--- src/hdl/kcu_pkg.sv ---
// Package for the centroid update core: field widths, command and register
// codes, shared types. No dependencies.
package kcu_pkg;

  localparam int COORD_W = 32;
  localparam int SUM_W   = 48;
  localparam int CMD_W   = 2;
  localparam int CL_W    = 3;
  localparam int DIM_W   = 2;
  localparam int CFG_W   = 4;
  localparam int AC_W    = 4;
  localparam int AD_W    = 3;

  localparam logic [CMD_W-1:0] CMD_LOAD   = 2'd0;
  localparam logic [CMD_W-1:0] CMD_ACCUM  = 2'd1;
  localparam logic [CMD_W-1:0] CMD_UPDATE = 2'd2;

  localparam logic REG_ACTIVE_CLUSTERS = 1'b0;
  localparam logic REG_ACTIVE_DIMS     = 1'b1;

  localparam logic [AC_W-1:0] AC_RESET = 4'd8;
  localparam logic [AD_W-1:0] AD_RESET = 3'd4;

  typedef logic signed [COORD_W-1:0] coord_t;
  typedef logic signed [SUM_W-1:0]   sum_t;

  typedef struct packed {
    logic busy;
    logic done;
  } div_stat_t;

endpackage

--- src/hdl/kcu_ifs.sv ---
// Valid/ready channel interfaces for command items and emitted centers.
// Depends on kcu_pkg.
interface kcu_in_if;
  logic                       valid;
  logic                       ready;
  logic [kcu_pkg::CMD_W-1:0]  command;
  logic [kcu_pkg::CL_W-1:0]   cluster_index;
  logic [kcu_pkg::DIM_W-1:0]  dim_index;
  kcu_pkg::coord_t            coord_value;

  modport source (output valid, command, cluster_index, dim_index, coord_value,
                  input ready);
  modport sink (input valid, command, cluster_index, dim_index, coord_value,
                output ready);
endinterface

interface kcu_out_if;
  logic                       valid;
  logic                       ready;
  logic [kcu_pkg::CL_W-1:0]   out_cluster;
  logic [kcu_pkg::DIM_W-1:0]  out_dim;
  kcu_pkg::coord_t            center_value;
  logic                       moved;
  logic                       last;

  modport source (output valid, out_cluster, out_dim, center_value, moved, last,
                  input ready);
  modport sink (input valid, out_cluster, out_dim, center_value, moved, last,
                output ready);
endinterface

--- src/hdl/kcu_divider.sv ---
// Restoring divider, one quotient bit per cycle: signed sum by unsigned count,
// truncating toward zero, saturated to a Q16.16 coordinate. Depends on kcu_pkg.
module kcu_divider #(
  parameter int DW = 17
) (
  input  logic                clk,
  input  logic                rst,
  input  logic                start,
  input  kcu_pkg::sum_t       dividend,
  input  logic [DW-1:0]       divisor,
  output kcu_pkg::coord_t     quotient,
  output kcu_pkg::div_stat_t  stat
);
  localparam int SW  = kcu_pkg::SUM_W;
  localparam int STW = $clog2(SW);

  logic           busy;
  logic           done;
  logic           neg;
  logic [SW-1:0]  qr;
  logic [DW-1:0]  rem;
  logic [DW-1:0]  dvs;
  logic [STW-1:0] step;

  logic [DW:0]    trial;
  logic [DW-1:0]  rem_next;
  logic           qbit;
  logic           big;

  always_comb begin
    trial = {rem, qr[SW-1]};
    if (trial >= {1'b0, dvs}) begin
      qbit     = 1'b1;
      rem_next = DW'(trial - {1'b0, dvs});
    end else begin
      qbit     = 1'b0;
      rem_next = trial[DW-1:0];
    end
  end

  always_ff @(posedge clk) begin
    if (rst) begin
      busy <= 1'b0;
      done <= 1'b0;
    end else begin
      done <= 1'b0;
      if (start) begin
        busy <= 1'b1;
        neg  <= dividend[SW-1];
        qr   <= dividend[SW-1] ? SW'(-dividend) : SW'(dividend);
        rem  <= '0;
        dvs  <= divisor;
        step <= '0;
      end else if (busy) begin
        rem  <= rem_next;
        qr   <= {qr[SW-2:0], qbit};
        step <= step + 1'b1;
        if (step == STW'(SW - 1)) begin
          busy <= 1'b0;
          done <= 1'b1;
        end
      end
    end
  end

  always_comb begin
    big = |qr[SW-1:32];
    if (!neg) begin
      quotient = (big || qr[31]) ? 32'sh7FFF_FFFF : signed'(qr[31:0]);
    end else begin
      quotient = (big || (qr[31] && |qr[30:0])) ? 32'sh8000_0000
                                                 : signed'(-qr[31:0]);
    end
  end

  assign stat.busy = busy;
  assign stat.done = done;

endmodule

--- src/hdl/kmeans_centroid_update_core.sv ---
// Centroid update core. Load and accumulate transactions are taken one per
// cycle while idle: an accumulate reads its running sum from the sum memory,
// adds in the next cycle and writes back, with the last write forwarded to a
// following read of the same entry. An update transaction walks every active
// center coordinate: a memory read in S_RD, then a bit-serial divide over the
// 48-bit sum for clusters that collected points, then a result in S_OUT,
// which waits out any output stall. No new transaction is taken during the
// walk. Sums and counts start cleared at reset and are cleared at the end of
// each update; centers must be loaded before they are read.
module kmeans_centroid_update_core #(
  parameter int MAX_CLUSTERS = 8,
  parameter int MAX_DIMS     = 4,
  parameter int MAX_POINTS   = 65536
) (
  input  logic                       clk,
  input  logic                       rst,
  input  logic                       cfg_we,
  input  logic                       cfg_index,
  input  logic [kcu_pkg::CFG_W-1:0]  cfg_data,
  kcu_in_if.sink                     item_in,
  kcu_out_if.source                  result_out
);
  localparam int NENT = MAX_CLUSTERS * MAX_DIMS;
  localparam int AW   = (NENT > 1) ? $clog2(NENT) : 1;
  localparam int CW   = $clog2(MAX_POINTS + 1);
  localparam int CIW  = (MAX_CLUSTERS > 1) ? $clog2(MAX_CLUSTERS) : 1;
  localparam int DIW  = (MAX_DIMS > 1) ? $clog2(MAX_DIMS) : 1;
  localparam int CLW  = $clog2(MAX_CLUSTERS + 1);
  localparam int DLW  = $clog2(MAX_DIMS + 1);
  localparam int CXW  = (CLW > kcu_pkg::AC_W) ? CLW : kcu_pkg::AC_W;
  localparam int DXW  = (DLW > kcu_pkg::AD_W) ? DLW : kcu_pkg::AD_W;
  localparam int SW   = kcu_pkg::SUM_W;

  localparam logic [1:0] S_IDLE = 2'd0;
  localparam logic [1:0] S_RD   = 2'd1;
  localparam logic [1:0] S_DIV  = 2'd2;
  localparam logic [1:0] S_OUT  = 2'd3;

  logic [kcu_pkg::AC_W-1:0] active_clusters;
  logic [kcu_pkg::AD_W-1:0] active_dims;
  logic [CXW-1:0] nc;
  logic [DXW-1:0] nd;

  kcu_pkg::coord_t center_mem [NENT];
  kcu_pkg::sum_t   sum_mem [NENT];
  kcu_pkg::coord_t center_rd;
  kcu_pkg::sum_t   sum_rd;
  logic [NENT-1:0] sum_vld;
  logic [CW-1:0]   cnt [MAX_CLUSTERS];
  logic            taken;
  logic [kcu_pkg::CL_W-1:0] taken_cl;
  logic            moved_flag;

  logic [1:0]      state;
  logic            ld_phase;
  logic [CIW-1:0]  uc;
  logic [DIW-1:0]  ud;
  logic [AW-1:0]   u_k;
  logic [CW-1:0]   cnt_u;
  kcu_pkg::coord_t old_c;
  kcu_pkg::sum_t   u_sum;

  logic            p1_vld;
  logic [AW-1:0]   p1_addr;
  kcu_pkg::coord_t p1_cv;
  logic            fwd_vld;
  logic [AW-1:0]   fwd_addr;
  kcu_pkg::sum_t   fwd_data;
  kcu_pkg::sum_t   p1_base;
  kcu_pkg::sum_t   p1_sum;

  logic            in_acc;
  logic [AW-1:0]   in_k;
  logic [CIW-1:0]  in_ci;
  logic            in_act;
  logic            in_inrange;
  logic            acc_add;
  logic [AW-1:0]   raddr;

  logic            div_start;
  kcu_pkg::coord_t div_q;
  kcu_pkg::div_stat_t div_stat;
  kcu_pkg::coord_t new_val;
  logic            chg;
  logic            last_ent;
  logic            out_free;
  logic            out_load;

  logic            out_vld;
  logic [kcu_pkg::CL_W-1:0]  out_cl;
  logic [kcu_pkg::DIM_W-1:0] out_dm;
  kcu_pkg::coord_t out_val;
  logic            out_moved;
  logic            out_last;

  // configuration
  always_ff @(posedge clk) begin
    if (rst) begin
      active_clusters <= kcu_pkg::AC_RESET;
      active_dims     <= kcu_pkg::AD_RESET;
    end else if (cfg_we) begin
      if (cfg_index == kcu_pkg::REG_ACTIVE_CLUSTERS) begin
        active_clusters <= cfg_data;
      end else begin
        active_dims <= cfg_data[kcu_pkg::AD_W-1:0];
      end
    end
  end

  always_comb begin
    if (active_clusters == '0) nc = CXW'(1);
    else if (CXW'(active_clusters) > CXW'(MAX_CLUSTERS)) nc = CXW'(MAX_CLUSTERS);
    else nc = CXW'(active_clusters);
    if (active_dims == '0) nd = DXW'(1);
    else if (DXW'(active_dims) > DXW'(MAX_DIMS)) nd = DXW'(MAX_DIMS);
    else nd = DXW'(active_dims);
  end

  // input side
  assign item_in.ready = (state == S_IDLE);
  assign in_acc        = item_in.valid && item_in.ready;
  assign in_ci         = CIW'(item_in.cluster_index);
  assign in_k          = AW'(int'(item_in.cluster_index) * MAX_DIMS
                             + int'(item_in.dim_index));
  assign in_inrange    = (int'(item_in.cluster_index) < MAX_CLUSTERS)
                         && (int'(item_in.dim_index) < MAX_DIMS);
  assign in_act        = (CXW'(item_in.cluster_index) < nc)
                         && (DXW'(item_in.dim_index) < nd);

  always_comb begin
    acc_add = 1'b0;
    if (in_acc && item_in.command == kcu_pkg::CMD_ACCUM && in_act) begin
      if (item_in.dim_index == '0) begin
        acc_add = (cnt[in_ci] < CW'(MAX_POINTS));
      end else begin
        acc_add = taken && (taken_cl == item_in.cluster_index);
      end
    end
  end

  // read-modify-write of sums
  always_comb begin
    if (fwd_vld && fwd_addr == p1_addr) p1_base = fwd_data;
    else if (sum_vld[p1_addr]) p1_base = sum_rd;
    else p1_base = '0;
    p1_sum = p1_base + SW'(p1_cv);
  end

  assign raddr = (state == S_IDLE) ? in_k : u_k;

  always_ff @(posedge clk) begin
    sum_rd    <= sum_mem[raddr];
    center_rd <= center_mem[raddr];
    if (p1_vld) begin
      sum_mem[p1_addr] <= p1_sum;
    end
    if (in_acc && item_in.command == kcu_pkg::CMD_LOAD && in_inrange) begin
      center_mem[in_k] <= item_in.coord_value;
    end else if (out_load && cnt_u != '0) begin
      center_mem[u_k] <= new_val;
    end
  end

  always_ff @(posedge clk) begin
    p1_addr  <= in_k;
    p1_cv    <= item_in.coord_value;
    fwd_addr <= p1_addr;
    fwd_data <= p1_sum;
    if (rst) begin
      p1_vld  <= 1'b0;
      fwd_vld <= 1'b0;
      sum_vld <= '0;
    end else begin
      p1_vld  <= acc_add;
      fwd_vld <= p1_vld;
      if (p1_vld) begin
        sum_vld[p1_addr] <= 1'b1;
      end
      if (out_load && last_ent) begin
        sum_vld <= '0;
      end
    end
  end

  // counts and point tracking
  always_ff @(posedge clk) begin
    if (rst) begin
      for (int i = 0; i < MAX_CLUSTERS; i++) cnt[i] <= '0;
      taken    <= 1'b0;
      taken_cl <= '0;
    end else if (out_load && last_ent) begin
      for (int i = 0; i < MAX_CLUSTERS; i++) cnt[i] <= '0;
      taken    <= 1'b0;
      taken_cl <= '0;
    end else if (in_acc && item_in.command == kcu_pkg::CMD_ACCUM && in_act
                 && item_in.dim_index == '0) begin
      if (cnt[in_ci] < CW'(MAX_POINTS)) begin
        cnt[in_ci] <= cnt[in_ci] + 1'b1;
        taken      <= 1'b1;
        taken_cl   <= item_in.cluster_index;
      end else begin
        taken <= 1'b0;
      end
    end
  end

  // update walk
  assign u_k      = AW'(int'(uc) * MAX_DIMS + int'(ud));
  assign cnt_u    = cnt[uc];
  assign div_start = (state == S_RD) && ld_phase && (cnt_u != '0);
  assign new_val  = (cnt_u != '0) ? div_q : old_c;
  assign chg      = (cnt_u != '0) && (new_val != old_c);
  assign last_ent = (CXW'(uc) + CXW'(1) == nc) && (DXW'(ud) + DXW'(1) == nd);
  assign out_free = !out_vld || result_out.ready;
  assign out_load = (state == S_OUT) && out_free;

  kcu_divider #(.DW(CW)) u_div (
    .clk      (clk),
    .rst      (rst),
    .start    (div_start),
    .dividend (u_sum),
    .divisor  (cnt_u),
    .quotient (div_q),
    .stat     (div_stat)
  );

  always_comb begin
    u_sum = sum_vld[u_k] ? sum_rd : '0;
  end

  always_ff @(posedge clk) begin
    if (rst) begin
      state      <= S_IDLE;
      ld_phase   <= 1'b0;
      uc         <= '0;
      ud         <= '0;
      moved_flag <= 1'b0;
    end else begin
      case (state)
        S_IDLE: begin
          if (in_acc && item_in.command == kcu_pkg::CMD_UPDATE) begin
            state      <= S_RD;
            ld_phase   <= 1'b0;
            uc         <= '0;
            ud         <= '0;
            moved_flag <= 1'b0;
          end
        end
        S_RD: begin
          if (!ld_phase) begin
            ld_phase <= 1'b1;
          end else begin
            ld_phase <= 1'b0;
            old_c    <= center_rd;
            state    <= (cnt_u != '0) ? S_DIV : S_OUT;
          end
        end
        S_DIV: begin
          if (div_stat.done) state <= S_OUT;
        end
        S_OUT: begin
          if (out_free) begin
            moved_flag <= moved_flag | chg;
            if (last_ent) begin
              state <= S_IDLE;
            end else begin
              state <= S_RD;
              if (DXW'(ud) + DXW'(1) == nd) begin
                ud <= '0;
                uc <= uc + 1'b1;
              end else begin
                ud <= ud + 1'b1;
              end
            end
          end
        end
        default: state <= S_IDLE;
      endcase
    end
  end

  // output register
  always_ff @(posedge clk) begin
    if (rst) begin
      out_vld <= 1'b0;
    end else if (out_load) begin
      out_vld <= 1'b1;
    end else if (result_out.ready) begin
      out_vld <= 1'b0;
    end
    if (out_load) begin
      out_cl    <= kcu_pkg::CL_W'(uc);
      out_dm    <= kcu_pkg::DIM_W'(ud);
      out_val   <= new_val;
      out_moved <= last_ent && (moved_flag | chg);
      out_last  <= last_ent;
    end
  end

  assign result_out.valid        = out_vld;
  assign result_out.out_cluster  = out_cl;
  assign result_out.out_dim      = out_dm;
  assign result_out.center_value = out_val;
  assign result_out.moved        = out_moved;
  assign result_out.last         = out_last;

  a_no_rmw_in_walk: assert property (@(posedge clk) disable iff (rst)
    (state != S_IDLE) |-> !p1_vld)
    else $error("sum write pending during update walk");

  a_div_start_idle: assert property (@(posedge clk) disable iff (rst)
    div_start |-> !div_stat.busy)
    else $error("divider restarted while busy");

  a_walk_blocks_input: assert property (@(posedge clk) disable iff (rst)
    (result_out.valid && !result_out.last) |-> !item_in.ready)
    else $error("input taken while update results remain");

endmodule

--- src/flat_wrapper.sv ---
// flat-port wrapper written by rule: the top's interface ports become plain ports
module kmeans_centroid_update_core_flat 
#(
  parameter int MAX_CLUSTERS = 8,
  parameter int MAX_DIMS     = 4,
  parameter int MAX_POINTS   = 65536
)
  (clk, rst, cfg_we, cfg_index, cfg_data, item_in_valid, item_in_command, item_in_cluster_index, item_in_dim_index, item_in_coord_value, item_in_ready, result_out_valid, result_out_out_cluster, result_out_out_dim, result_out_center_value, result_out_moved, result_out_last, result_out_ready);
  kcu_in_if item_in_i ();
  kcu_out_if result_out_i ();
  input  logic clk;
  input  logic rst;
  input  logic cfg_we;
  input  logic cfg_index;
  input  logic [kcu_pkg::CFG_W-1:0] cfg_data;
  input wire logic [$bits(item_in_i.valid)-1:0] item_in_valid;
  input wire logic [$bits(item_in_i.command)-1:0] item_in_command;
  input wire logic [$bits(item_in_i.cluster_index)-1:0] item_in_cluster_index;
  input wire logic [$bits(item_in_i.dim_index)-1:0] item_in_dim_index;
  input wire logic [$bits(item_in_i.coord_value)-1:0] item_in_coord_value;
  output wire logic [$bits(item_in_i.ready)-1:0] item_in_ready;
  output wire logic [$bits(result_out_i.valid)-1:0] result_out_valid;
  output wire logic [$bits(result_out_i.out_cluster)-1:0] result_out_out_cluster;
  output wire logic [$bits(result_out_i.out_dim)-1:0] result_out_out_dim;
  output wire logic [$bits(result_out_i.center_value)-1:0] result_out_center_value;
  output wire logic [$bits(result_out_i.moved)-1:0] result_out_moved;
  output wire logic [$bits(result_out_i.last)-1:0] result_out_last;
  input wire logic [$bits(result_out_i.ready)-1:0] result_out_ready;
  assign item_in_i.valid = item_in_valid;
  assign item_in_i.command = item_in_command;
  assign item_in_i.cluster_index = item_in_cluster_index;
  assign item_in_i.dim_index = item_in_dim_index;
  assign item_in_i.coord_value = item_in_coord_value;
  assign item_in_ready = item_in_i.ready;
  assign result_out_valid = result_out_i.valid;
  assign result_out_out_cluster = result_out_i.out_cluster;
  assign result_out_out_dim = result_out_i.out_dim;
  assign result_out_center_value = result_out_i.center_value;
  assign result_out_moved = result_out_i.moved;
  assign result_out_last = result_out_i.last;
  assign result_out_i.ready = result_out_ready;
  kmeans_centroid_update_core #(.MAX_CLUSTERS(MAX_CLUSTERS), .MAX_DIMS(MAX_DIMS), .MAX_POINTS(MAX_POINTS)) u_core (.clk(clk), .rst(rst), .cfg_we(cfg_we), .cfg_index(cfg_index), .cfg_data(cfg_data), .item_in(item_in_i), .result_out(result_out_i));
endmodule
--- config.mk ---
export PLATFORM = sky130hd
export DESIGN_NAME = kmeans_centroid_update_core_flat
export DESIGN_NICKNAME = d
export VERILOG_FILES = /design/src/hdl/kcu_pkg.sv /design/src/hdl/kcu_ifs.sv /design/src/hdl/kcu_divider.sv /design/src/hdl/kmeans_centroid_update_core.sv /design/src/flat_wrapper.sv
export SDC_FILE = /design/constraint.sdc
export NUM_CORES = 2
export LEC_CHECK = 0
export BUFFER_PORTS_ARGS = -buffer_cell sky130_fd_sc_hd__buf_2
export CORE_MARGIN = 1
export CORE_UTILIZATION = 30
export DETAILED_ROUTE_END_ITERATION = 7
export REMOVE_ABC_BUFFERS = 1
export SYNTH_ARGS = -nofsm -noshare
export SYNTH_HDL_FRONTEND = slang
export SYNTH_SLANG_ARGS = --single-unit
--- constraint.sdc ---
create_clock -name clk -period 5.5 [get_ports clk]
set_input_delay 0.55 -clock clk [delete_from_list [all_inputs] [get_ports clk]]
set_output_delay 0.55 -clock clk [all_outputs]
set_load 0.02 [all_outputs]
==> out/results.txt <==
The launch point of the worst path was u_core.p1_addr[0]. The startpoint identified for the worst register-to-register timing path is u_core.p1_addr[0]. The critical-path maximum fanout was 17; the area growth from synthesis to final layout was 18.23%.

Startpoint type of the worst setup path: a register. In this run, synthesis produced a sequential element count of 3086. The worst hold path belongs to the class in -> reg.

Global routing finished with a remaining overflow of 0. The tools report the category of the worst setup path capture point as a register. The tools report the initial antenna violation count as 29. The number of enable flip-flop cells after synthesis works out to 2856. Clock latency on the worst-skew pair, taken at its later pin, is 930 ps. The most numerous cell type found on the critical path is sky130_fd_sc_hd__buf_4. The flow ran to the end, and the final reports show no timing, DRC or antenna violations. For the routed length on met3, the log shows 28.06 mm.

For the cell row count, the log shows 236. The run gives 531.7 mm as the wire length of the first global-routing pass. The number of standard cells in the final layout excluding fillers came out at 13690. Worst setup path category: reg -> reg.

After detailed routing, the average wire length per cell comes to 27.39 µm. Counting tap cells, the placed design contains a total of 13030 instances. The full die area was 0.4203 mm²; the clock input transition at the sequential cells of the worst setup and hold paths was 60 ps. Clock skew on the completed layout was measured at 47.93 ps. For the maximum number of buffers from clock root to sink, the log shows 4. Of the cells placed in the final design, the portion with a size suffix greater than 1 is 24.60%. Of the available clock period, the critical path in the final layout requires 97.67%.

The slowest stage of the critical path belongs to the cell sky130_fd_sc_hd__mux4_2. Final number of setup-violating endpoints: 0. The number of hold violations in the final report was 0.

The tree is rooted in a sky130_fd_sc_hd__clkbuf_16. On the worst path, the slowest cell contributes a delay of 500 ps. For this design the static power due to leakage is 48.71 nW. The synthesized netlist contains 92 unique library cells. HPWL after detailed placement: 218.6 mm. For this configuration, the core starts out at a cell density of 30.23%. Of all flip-flops after synthesis, the portion carrying an async set or reset was 0%.

The number of input and output port buffers inserted came out at 89. The shortest period the worst path allows was 5372 ps. The clock drives 3086 sinks. Across every metal layer, demand over resource in global routing totals 17.42%. Pin placement for this block handled 90 I/O pins. The number of warnings reported in the yosys synthesis log came out at 0. The max-slew violation total from the final report is 0, and the total via count after detailed routing is 72510.

In the routed design, unresolved DRC markers number 0. The core region is 0.4146 mm². The run gives 153.7 mm as the total routed wire length on the met1 layer. The run gives 93 as the pin count of the biggest net entering global routing.

The number of violations of the max-capacitance limit is 0. The worst-case IR drop observed on VDD is 0.4272 mV. The net count of the finished layout is 8066. After synthesis the cells add up to 0.1253 mm². For the hold slack, the log shows 128.1 ps. The tools report the highest achievable clock rate as 0.1862 GHz. The worst pin sits at a relative slew slack of 16.08%. At the end of routability-driven placement, the weighted congestion stood at 0.8974. For the pin with the worst max-slew slack, the measured transition is 1256 ps. After synthesis, flip-flops and latches occupy 72.11% of the total area. Counting the fill cells in the layout gives 38780. The CTS buffer count is 318. TritonCTS built the clock tree. The launch instance of the worst min-delay path was rst. Predominant post-synthesis flop cell: sky130_fd_sc_hd__edfxtp_1.

Using the TritonRoute via totals, the vias-per-cell ratio works out to 5.297. The pre-antenna-repair detailed-routing pass consisted of 6 iterations. In the detailed route, the total length drawn on met2 is 179.8 mm. The detailed router used layers up to and including met5. The routed design has 374.9 mm of wire. For this design the ratio of total power to cell area is 415.7 mW/mm². The number of nets with antenna violations after detailed routing is 0.

The cell count after synthesis came out at 7384. Number of global-route vias before repair: 72510. The H-tree was split into 5 levels. The critical path goes through buf_12 > mux4_2 > nand3_1 > o21ai_0 > nor4_2 > buf_4 > nor2_4 > a22o_1 > ha_1 > inv_1 > fa_1 > nor2b_1 > o31a_1 > o211a_1 > o41ai_4 > buf_4 > a21oi_1 > o2111ai_1 > buf_4 > nand3_1 > a21oi_2 > o21ai_4 > xor2_4 > buf_12. From left edge to right edge, the die measures 648.3 µm. The synthesized area divided by synthesized cell count was 16.97 µm²; the critical path arrival was 6020 ps. The die is 648.3 µm tall.

The logs give 6140 ps for the data required time of the critical path and 8611 for the number of DRC markers after the initial detailed-route iteration.
cells by family after synthesis:
family	count (synthesis)	synth area share, %
xor gates and xnor gates	144	1.006
adders and majority gates	82	0.8307
DFF	3086	72.11
buffers and inverters	490	1.498
AOI/OAI and AO/OA	566	3.106
and+or+nand+nor	2211	7.924
muxes	805	13.52
report_power, final:
part | internal, mW | switching (mW)
Combinational | 5.35 | 7.49
Sequential | 26.3 | 0.792
Clock | 12.5 | 9.19
Total | 44.1 | 17.5
flip-flops by register name (all words and copies together), names as in the netlist, 48 cells and up, named ones only:
| signal | count |
|---|---|
| u_core.fwd_data | 48 |
| u_core.u_div.qr | 48 |
| u_core.center_mem | 1024 |
| u_core.sum_mem | 1536 |
| u_core.cnt | 136 |
| u_core.sum_rd | 48 |
repair_timing:
action / 4_1_cts / 5_1_grt
hold buffers: 41 / 0
pin swaps: 6 / 5
endpoints found under the setup margin: 261 / 358
gates resized for setup: 23 / 16
cloned: 4 / 1
endpoints found under the hold margin: 41 / 0
buffers inserted: 9 / 4
through the flow:
step                      setup slack [ps]  TNS (ps)  power [mW]  area, µm²  util [%]
after floorplan                     -57420  -6980580       35.98     123800         -
after CTS                           0.3197         0       62.00     148000     35.69
final                                128.1         0       61.59     148200     35.74
after global placement              -802.1   -125200       40.33     136800     32.99
after detailed placement            -890.3   -101900       40.40     136800     32.99
after global routing                -20.09     -1140       63.65     148100     35.73
cells in the final DEF (no fill, tap or decap), types with 79 or more instances in the layout:
master | netlist | layout
sky130_fd_sc_hd__nand3_1 | 532 | 531
sky130_fd_sc_hd__nor2_1 | 434 | 367
sky130_fd_sc_hd__ha_1 | 80 | 79
sky130_fd_sc_hd__edfxtp_1 | 2856 | 2856
sky130_fd_sc_hd__inv_1 | 81 | 80
sky130_fd_sc_hd__dfxtp_1 | 230 | 226
sky130_fd_sc_hd__buf_4 | 0 | 409
sky130_fd_sc_hd__nand2_1 | 918 | 917
sky130_fd_sc_hd__a21oi_1 | 119 | 115
sky130_fd_sc_hd__buf_12 | 0 | 90
sky130_fd_sc_hd__clkbuf_16 | 0 | 329
sky130_fd_sc_hd__mux4_2 | 704 | 704
sky130_fd_sc_hd__o21ai_0 | 94 | 89
sky130_fd_sc_hd__buf_2 | 18 | 89
worst paths after layout:
| kind | to | slack, ps | cells past startpoint |
|---|---|---|---|
| min reg2reg | u_core.old_c[30] | 400 | 0 |
| max | u_core.sum_mem[21][44] | 130 | 24 |
| min | u_core.active_clusters[2] | 130 | 2 |
| max reg2reg | u_core.sum_mem[21][44] | 130 | 24 |
metal layers:
| metal | GRT usage (%) | vias up |
|---|---|---|
| met2 | 28.55 | 3137 |
| met1 | 23.55 | 38440 |
| met4 | 5.929 | 6 |
| met5 | 0 | - |
| li1 | - | 30310 |
| met3 | 2.721 | 622 |
cell usage after synthesis, types with 8 or more instances:
library cell	n	area (µm²)
sky130_fd_sc_hd__xnor2_1	83	727.0
sky130_fd_sc_hd__o21bai_1	9	67.56
sky130_fd_sc_hd__a22o_1	57	499.2
sky130_fd_sc_hd__o21a_1	10	75.07
sky130_fd_sc_hd__xor2_1	61	534.3
sky130_fd_sc_hd__buf_2	18	90.09
sky130_fd_sc_hd__o31ai_1	43	322.8
sky130_fd_sc_hd__and2_1	10	62.56
sky130_fd_sc_hd__mux2_2	64	720.7
sky130_fd_sc_hd__o2111ai_1	10	87.58
sky130_fd_sc_hd__and4_1	8	70.07
sky130_fd_sc_hd__nand4_1	32	200.2
sky130_fd_sc_hd__nand3_1	532	2663
sky130_fd_sc_hd__a211oi_1	17	127.6
sky130_fd_sc_hd__a21o_1	26	195.2
sky130_fd_sc_hd__nor3_1	67	335.3
sky130_fd_sc_hd__a221oi_1	28	245.2
sky130_fd_sc_hd__ha_1	80	1001
sky130_fd_sc_hd__and3_1	17	106.4
sky130_fd_sc_hd__or3_1	25	156.4
sky130_fd_sc_hd__a22oi_1	8	60.06
sky130_fd_sc_hd__dfxtp_1	230	4604
sky130_fd_sc_hd__or4_1	9	67.56
sky130_fd_sc_hd__a21oi_1	119	595.6
sky130_fd_sc_hd__or2_2	8	50.05
sky130_fd_sc_hd__mux2i_1	37	370.4
sky130_fd_sc_hd__nor4_1	33	206.5
sky130_fd_sc_hd__a31oi_1	40	250.2
sky130_fd_sc_hd__buf_1	149	559.3
sky130_fd_sc_hd__a2111oi_0	8	70.07
sky130_fd_sc_hd__o22ai_1	18	112.6
sky130_fd_sc_hd__nor2b_1	32	200.2
sky130_fd_sc_hd__inv_1	81	304.0
sky130_fd_sc_hd__nand2b_1	35	219.0
sky130_fd_sc_hd__o21ai_0	94	470.5
sky130_fd_sc_hd__mux4_2	704	15860
sky130_fd_sc_hd__edfxtp_1	2856	85760
sky130_fd_sc_hd__clkbuf_1	235	882.1
sky130_fd_sc_hd__nand2_1	918	3446
sky130_fd_sc_hd__nor2_1	434	1629
sky130_fd_sc_hd__nand3b_1	11	82.58
critical path, delay by kind of cell, from the launching register on:
kind            cells  cell delay (ps)
compound gates      9             1860
xor+xnor            1              220
fa+ha+maj           2              460
buf+inv             6              990
flops               1              350
mux                 1              500
simple gates        5              710
final cells by class:
cell class | instances | area, µm² | area share [%]
flip-flops and latches | 3086 | 90370 | 61.00
multi-input cells | 3813 | 34370 | 23.20
clock buffers | 420 | 8825 | 5.956
well taps | 5474 | 6849 | 4.623
repair buffers | 630 | 5739 | 3.874
clock inverters | 164 | 1645 | 1.111
inverters | 86 | 322.8 | 0.2179
diodes | 15 | 37.54 | 0.02534
Note: power is estimated with default switching activity, not from simulation.
